File: config.mk
export PLATFORM = sky130hd
export DESIGN_NAME = sbsm_ctrl
export DESIGN_NICKNAME = d
export VERILOG_FILES = /design/src/rtl/sbsm_pkg.sv /design/src/rtl/sbsm_ctrl.sv
export SDC_FILE = /design/constraint.sdc
export NUM_CORES = 1
export LEC_CHECK = 0
export BUFFER_PORTS_ARGS = -buffer_cell sky130_fd_sc_hd__clkbuf_2
export CORE_UTILIZATION = 40
export CTS_CLUSTER_SIZE = 20
export DETAILED_ROUTE_END_ITERATION = 8
export PLACE_DENSITY_LB_ADDON = 0.05
export SETUP_SLACK_MARGIN = 0.02
export SLEW_MARGIN = 10
export SYNTH_ARGS = -nofsm -noshare
export SYNTH_HDL_FRONTEND = slang
export SYNTH_SLANG_ARGS = --single-unit
File: constraint.sdc
create_clock -name i_clk -period 2.65 [get_ports i_clk]
set_input_delay 0.1325 -clock i_clk [delete_from_list [all_inputs] [get_ports i_clk]]
set_output_delay 0.1325 -clock i_clk [all_outputs]
set_load 0.02 [all_outputs]
File: src/rtl/sbsm_pkg.sv
// Shared types and constants for the serial bank-switch mapper.
package sbsm_pkg;

    // Bus access kinds carried by the op field.
    typedef enum logic [2:0] {
        OP_CPU_RD = 3'd0,
        OP_CPU_WR = 3'd1,
        OP_PPU_RD = 3'd2,
        OP_PPU_WR = 3'd3,
        OP_MAP_RST = 3'd4
    } t_op;

    // Configuration register indexes.
    localparam logic [1:0] CFG_PRG_BANKS = 2'd0;
    localparam logic [1:0] CFG_CHR_BANKS = 2'd1;

    // Serial register targets, address bits 14:13.
    localparam logic [1:0] TGT_CONTROL  = 2'd0;
    localparam logic [1:0] TGT_CHR_LOW  = 2'd1;
    localparam logic [1:0] TGT_CHR_HIGH = 2'd2;
    localparam logic [1:0] TGT_PRG      = 2'd3;

    // PRG banking modes, control bits 3:2; the two lower codes select 32K banking.
    localparam logic [1:0] PRG_FIX_FIRST = 2'd2;
    localparam logic [1:0] PRG_FIX_LAST  = 2'd3;

    localparam logic [4:0] CONTROL_RESET   = 5'h1C;
    localparam logic [4:0] PRG_BANKS_RESET = 5'd8;
    localparam logic [5:0] CHR_BANKS_RESET = 6'd1;
    localparam logic [2:0] SHIFT_LAST      = 3'd4;

    // One result item.
    typedef struct packed {
        logic        hit;
        logic        addr_valid;
        logic [17:0] mapped_address;
        logic        ram_read;
        logic [1:0]  mirror_mode;
    } t_result;

    // Cartridge RAM request; offset is the low 13 address bits.
    typedef struct packed {
        logic        wr_en;
        logic        rd_en;
        logic [12:0] offset;
        logic [7:0]  wdata;
    } t_ram_req;

endpackage

File: src/rtl/sbsm_ctrl.sv
// Mapper register file, serial loader and address translation.
module sbsm_ctrl (
    input  logic               i_clk,
    input  logic               i_rst_n,
    input  logic               i_accept,
    input  logic [2:0]         i_op,
    input  logic [15:0]        i_addr,
    input  logic [7:0]         i_data,
    input  logic               i_cfg_we,
    input  logic [1:0]         i_cfg_index,
    input  logic [5:0]         i_cfg_data,
    output sbsm_pkg::t_result  o_res,
    output sbsm_pkg::t_ram_req o_ram
);
    import sbsm_pkg::*;

    logic [4:0] r_prg_banks;
    logic [5:0] r_chr_banks;
    logic [4:0] r_shift_value, n_shift_value;
    logic [2:0] r_shift_count, n_shift_count;
    logic [4:0] r_control, n_control;
    logic [4:0] r_chr_low, n_chr_low;
    logic [4:0] r_chr_high, n_chr_high;
    logic [4:0] r_chr_full, n_chr_full;
    logic [2:0] r_prg_full, n_prg_full;
    logic [3:0] r_prg_low, n_prg_low;
    logic [3:0] r_prg_high, n_prg_high;
    logic [1:0] r_mirror, n_mirror;

    logic       in_ram;
    logic [4:0] load_value;
    logic [3:0] last_bank;

    always_ff @(posedge i_clk) begin
        if (!i_rst_n) begin
            r_prg_banks <= PRG_BANKS_RESET;
            r_chr_banks <= CHR_BANKS_RESET;
        end else if (i_cfg_we) begin
            case (i_cfg_index)
                CFG_PRG_BANKS: r_prg_banks <= i_cfg_data[4:0];
                CFG_CHR_BANKS: r_chr_banks <= i_cfg_data;
                default: ;
            endcase
        end
    end

    always_ff @(posedge i_clk) begin
        if (!i_rst_n) begin
            r_shift_value <= '0;
            r_shift_count <= '0;
            r_control     <= CONTROL_RESET;
            r_chr_low     <= '0;
            r_chr_high    <= '0;
            r_chr_full    <= '0;
            r_prg_full    <= '0;
            r_prg_low     <= '0;
            r_prg_high    <= 4'(PRG_BANKS_RESET - 5'd1);
            r_mirror      <= '0;
        end else if (i_accept) begin
            r_shift_value <= n_shift_value;
            r_shift_count <= n_shift_count;
            r_control     <= n_control;
            r_chr_low     <= n_chr_low;
            r_chr_high    <= n_chr_high;
            r_chr_full    <= n_chr_full;
            r_prg_full    <= n_prg_full;
            r_prg_low     <= n_prg_low;
            r_prg_high    <= n_prg_high;
            r_mirror      <= n_mirror;
        end
    end

    assign in_ram     = (i_addr[15:13] == 3'b011);
    assign load_value = {i_data[0], r_shift_value[4:1]};
    assign last_bank  = 4'(r_prg_banks - 5'd1);

    always_comb begin
        n_shift_value = r_shift_value;
        n_shift_count = r_shift_count;
        n_control     = r_control;
        n_chr_low     = r_chr_low;
        n_chr_high    = r_chr_high;
        n_chr_full    = r_chr_full;
        n_prg_full    = r_prg_full;
        n_prg_low     = r_prg_low;
        n_prg_high    = r_prg_high;
        n_mirror      = r_mirror;

        o_res = '0;
        o_ram.wr_en  = 1'b0;
        o_ram.rd_en  = 1'b0;
        o_ram.offset = i_addr[12:0];
        o_ram.wdata  = i_data;

        case (t_op'(i_op))
            OP_CPU_RD: begin
                if (in_ram) begin
                    o_res.hit      = 1'b1;
                    o_res.ram_read = 1'b1;
                    o_ram.rd_en    = i_accept;
                end else if (i_addr[15]) begin
                    o_res.hit        = 1'b1;
                    o_res.addr_valid = 1'b1;
                    if (r_control[3]) begin
                        o_res.mapped_address = i_addr[14] ? {r_prg_high, i_addr[13:0]}
                                                          : {r_prg_low, i_addr[13:0]};
                    end else begin
                        o_res.mapped_address = {r_prg_full, i_addr[14:0]};
                    end
                end
            end
            OP_CPU_WR: begin
                if (in_ram) begin
                    o_res.hit   = 1'b1;
                    o_ram.wr_en = i_accept;
                end else if (i_addr[15]) begin
                    if (i_data[7]) begin
                        n_shift_value = '0;
                        n_shift_count = '0;
                        n_control     = r_control | 5'h0C;
                    end else if (r_shift_count >= SHIFT_LAST) begin
                        // Fifth bit: commit the assembled value to its target.
                        n_shift_value = '0;
                        n_shift_count = '0;
                        case (i_addr[14:13])
                            TGT_CONTROL: begin
                                n_control = load_value;
                                n_mirror  = load_value[1:0];
                            end
                            TGT_CHR_LOW: begin
                                if (r_control[4]) begin
                                    n_chr_low = load_value;
                                end else begin
                                    n_chr_full = {load_value[4:1], 1'b0};
                                end
                            end
                            TGT_CHR_HIGH: begin
                                if (r_control[4]) begin
                                    n_chr_high = load_value;
                                end
                            end
                            TGT_PRG: begin
                                case (r_control[3:2])
                                    PRG_FIX_FIRST: begin
                                        n_prg_low  = '0;
                                        n_prg_high = load_value[3:0];
                                    end
                                    PRG_FIX_LAST: begin
                                        n_prg_low  = load_value[3:0];
                                        n_prg_high = last_bank;
                                    end
                                    default: n_prg_full = load_value[3:1];
                                endcase
                            end
                            default: ;
                        endcase
                    end else begin
                        n_shift_value = load_value;
                        n_shift_count = r_shift_count + 3'd1;
                    end
                end
            end
            OP_PPU_RD: begin
                if (i_addr[15:13] == 3'b000) begin
                    o_res.hit        = 1'b1;
                    o_res.addr_valid = 1'b1;
                    if (r_chr_banks == '0) begin
                        o_res.mapped_address = {2'd0, i_addr};
                    end else if (r_control[4]) begin
                        o_res.mapped_address = i_addr[12]
                            ? {1'b0, r_chr_high, i_addr[11:0]}
                            : {1'b0, r_chr_low, i_addr[11:0]};
                    end else begin
                        // The full bank is even, so the 8K window adds without carry.
                        o_res.mapped_address = {1'b0, r_chr_full[4:1], i_addr[12:0]};
                    end
                end
            end
            OP_PPU_WR: begin
                if (i_addr[15:13] == 3'b000) begin
                    o_res.hit = 1'b1;
                    if (r_chr_banks == '0) begin
                        o_res.addr_valid     = 1'b1;
                        o_res.mapped_address = {2'd0, i_addr};
                    end
                end
            end
            OP_MAP_RST: begin
                n_shift_value = '0;
                n_shift_count = '0;
                n_control     = CONTROL_RESET;
                n_chr_low     = '0;
                n_chr_high    = '0;
                n_chr_full    = '0;
                n_prg_full    = '0;
                n_prg_low     = '0;
                n_prg_high    = last_bank;
                n_mirror      = '0;
            end
            default: ;
        endcase

        o_res.mirror_mode = n_mirror;
    end

endmodule
==> impl_results.rst <==
.. list-table::
   :header-rows: 1

   * - Metric
     - Value
   * - Cells after synthesis
     - 354
   * - FILL cells
     - 711
   * - Worst IR Drop VDD
     - 245 uV
   * - Number of different library cells in the post-synthesis netlist
     - 55
   * - Routed wire length per instance
     - 15.8 um
   * - Maximum clock skew at final layout
     - 0.00334 ns
   * - Power Density
     - 448 mW/mm2
   * - Critical path data arrival time
     - 2.11 ns
   * - Floorplan core area
     - 0.00676 mm2
   * - Seq cells post-synth
     - 47
   * - Worst hold slack after final layout
     - 0.0632 ns
   * - I/O Pins
     - 85
   * - Static leakage
     - 1.27 nW
   * - Max Freq
     - 0.445 GHz
   * - Top post-synthesis cells by area
     - dfxtp_1, a21oi_1, o21ai_0
   * - Root buffer cell
     - clkbuf_8
   * - Die span in x
     - 85.4 um
   * - Count of H-tree levels built during CTS
     - 2
   * - Share of the yosys chip area belonging to registers
     - 0.338
   * - Final period util
     - 0.847
   * - Run status
     - completed
   * - Aggregate global routing overflow
     - 0
   * - Total of hold buffers inserted after clock tree synthesis
     - 0
   * - Post-detailed-route count of antenna-violating nets
     - 0
   * - Total of warnings raised by yosys
     - 0
   * - Startpoint class of the critical path
     - register
   * - Sum Neg Setup Slack
     - 0 ns
   * - Minimum clock period
     - 2.25 ns
   * - Maximum fanout count along the critical path
     - 13
   * - Synthesized Nets
     - 396
   * - Area share of the leading cell type in the synthesized netlist
     - 0.338
   * - Area grow syn2layout
     - 11.1%
   * - Number of global-route vias before repair
     - 2340
   * - Library cell occupying the most area in the post-synthesis netlist
     - dfxtp_1
   * - Clock tree from TritonCTS
     - done
   * - Max clock buf depth
     - 2
   * - Tightest Pin Transition
     - 1.20 ns
   * - Capturing element type of the critical path
     - output port
   * - Post-synth EDFFs
     - 0
   * - Vias
     - 2620
   * - CTS clock-pin slew for the worst setup and hold paths
     - 0.09 ns
   * - Setup repair after global routing missed its margin
     - no
   * - Drt pass-1 iters
     - 4
   * - Netlist Area Pre-Place
     - 0.00278 mm2
   * - Clock tree sinks
     - 47
   * - Initial DRC Count
     - 251
   * - Number of antenna violations at the first check in global routing
     - 0
   * - Effective utilization at floorplan
     - 0.412
   * - Worst hold path type
     - input pin to register
   * - Remaining DRCs
     - 0
   * - Fin. max-slew vios
     - 0
   * - Global router's overall resource usage
     - 0.208
   * - Primary FF master, synth
     - dfxtp_1
   * - Fraction of layout cells with a size suffix above 1
     - 0.248
   * - Post-CTS resize count
     - 0
   * - Setup fix buffers added after clock tree synthesis
     - 0
   * - Floorplan die area
     - 0.00729 mm2
   * - Antenna Diode Count
     - 0
   * - Share of synthesized registers carrying an async set or reset
     - 0
   * - Chip height
     - 85.4 um
   * - Std-Cell Rows
     - 30
   * - RD Place Congestion
     - 0.811
   * - Number of vias per cell after detailed routing
     - 5.56
   * - Global-route wire length before repair
     - 11800 um
   * - Maximum number of pins on one net before global-route repair
     - 32
   * - Number of maximum-capacitance violations
     - 0
   * - FF/Latch Area
     - 941 um2
   * - Data required time at the worst endpoint
     - 2.52 ns
   * - Port buffer count
     - 72
   * - Net count of the finished layout
     - 433
   * - Setup CP Type
     - register to output port
   * - Clock buffer count from CTS
     - 5
   * - Setup-failing EPs final
     - 0
   * - Hpwl dp
     - 5440 um
   * - Commonest cells post-synth
     - dfxtp_1, a21oi_1, o21ai_0
   * - Latest clock arrival within the worst-skew pair
     - 0.30 ns
   * - Area of the multi-input gates
     - 0.00155 mm2
   * - Max-slew headroom at the worst pin
     - 0.201
   * - Sum of routed wire length over all layers
     - 7430 um
   * - Mean instance size in the synthesized netlist
     - 7.86 um2
   * - Most instantiated library cell after synthesis
     - dfxtp_1
   * - Final Hold Viols
     - 0
[placed cells by master, fill, tap and decap left out, types with 6 or more instances in the layout]
cell type	Yosys	final
clkbuf_2	0	72
a21oi_1	40	40
nand2_1	27	27
nor2_1	18	18
nand3_1	21	21
mux2i_1	16	16
inv_1	7	7
nand4_1	9	9
nor2b_2	9	9
o21ai_0	37	37
nor2b_1	8	8
dfxtp_1	47	47
clkbuf_8	0	6
[power by group]
group / internal, W / switching (W) / leakage (nW) / total, W
clock: 0.000205 / 0.000245 / 0.0470 / 0.000450
combinational: 0.0000756 / 0.000137 / 0.846 / 0.000213
sequential: 0.000715 / 0.00000664 / 0.380 / 0.000722
[layout make-up]
class | instances | area share
timing repair buffer | 76 | 0.126
tap | 80 | 0.0324
multi-input combinational | 254 | 0.500
sequential | 47 | 0.304
clock buffer | 6 | 0.0267
inverter | 7 | 0.00850
clock inverter | 1 | 0.00162
[critical path, stage by stage, from the launching register on]
cell and delay (ns):
dfxtp_1 0.32, nor4_1 0.48, a21boi_0 0.17, o31a_1 0.47, nor2b_1 0.18, clkbuf_2 0.18
[cell families after synthesis]
logic type	Yosys count	synth area share
and+or+nand+nor	128	0.257
AOI/OAI and AO/OA	105	0.221
buffers and inverters	53	0.106
DFF	47	0.338
muxes	16	0.0576
adders and majority gates	3	0.0135
xor gates and xnor gates	2	0.00630
[worst paths after layout]
kind                                                    start                           to  slack [ns]  depth (start not counted)
worst max-delay path              r_chr_banks[0]$_SDFFE_PN1P_                    o_res[13]        0.40                          5
worst min-delay path                            i_cfg_data[5]  r_chr_banks[5]$_SDFFE_PN0P_        0.06                          3
worst max register to register  r_shift_count[2]$_SDFFE_PN0P_    r_prg_low[0]$_SDFFE_PN0P_        0.66                          4
worst min register to register       r_mirror[1]$_SDFFE_PN0P_     r_mirror[1]$_SDFFE_PN0P_        0.47                          2
[flip-flops by register name (all words and copies together), names as in the netlist]
name	cells
r_prg_full	3
r_control	3
r_prg_high	4
r_shift_value	4
r_mirror	2
r_shift_count	3
r_prg_banks	4
r_chr_banks	6
r_chr_low	5
r_prg_low	4
r_chr_full	4
r_chr_high	5
[per-layer routing]
layer / vias to the layer above / routed length [um] / global-route usage
li1: 1313 / - / -
met1: 1203 / 3720 / 0.290
met2: 95 / 3170 / 0.331
met3: 9 / 458 / 0.0360
met4: 0 / 86 / 0.0576
met5: - / 0 / 0
[metrics by stage]
step	std cells	power [W]	utilization	cell area [um2]	setup WS, ns
CTS	471	0.00140	0.457	3090	0.335
finish	471	0.00138	0.457	3090	0.405
detailed placement	464	0.000951	0.444	3000	0.593
global placement	464	0.000950	0.444	3000	0.711
floorplan	354	0.000899	-	2780	0.980
global route	471	0.00145	0.457	3090	0.203
(Power assumes the default switching activity.)
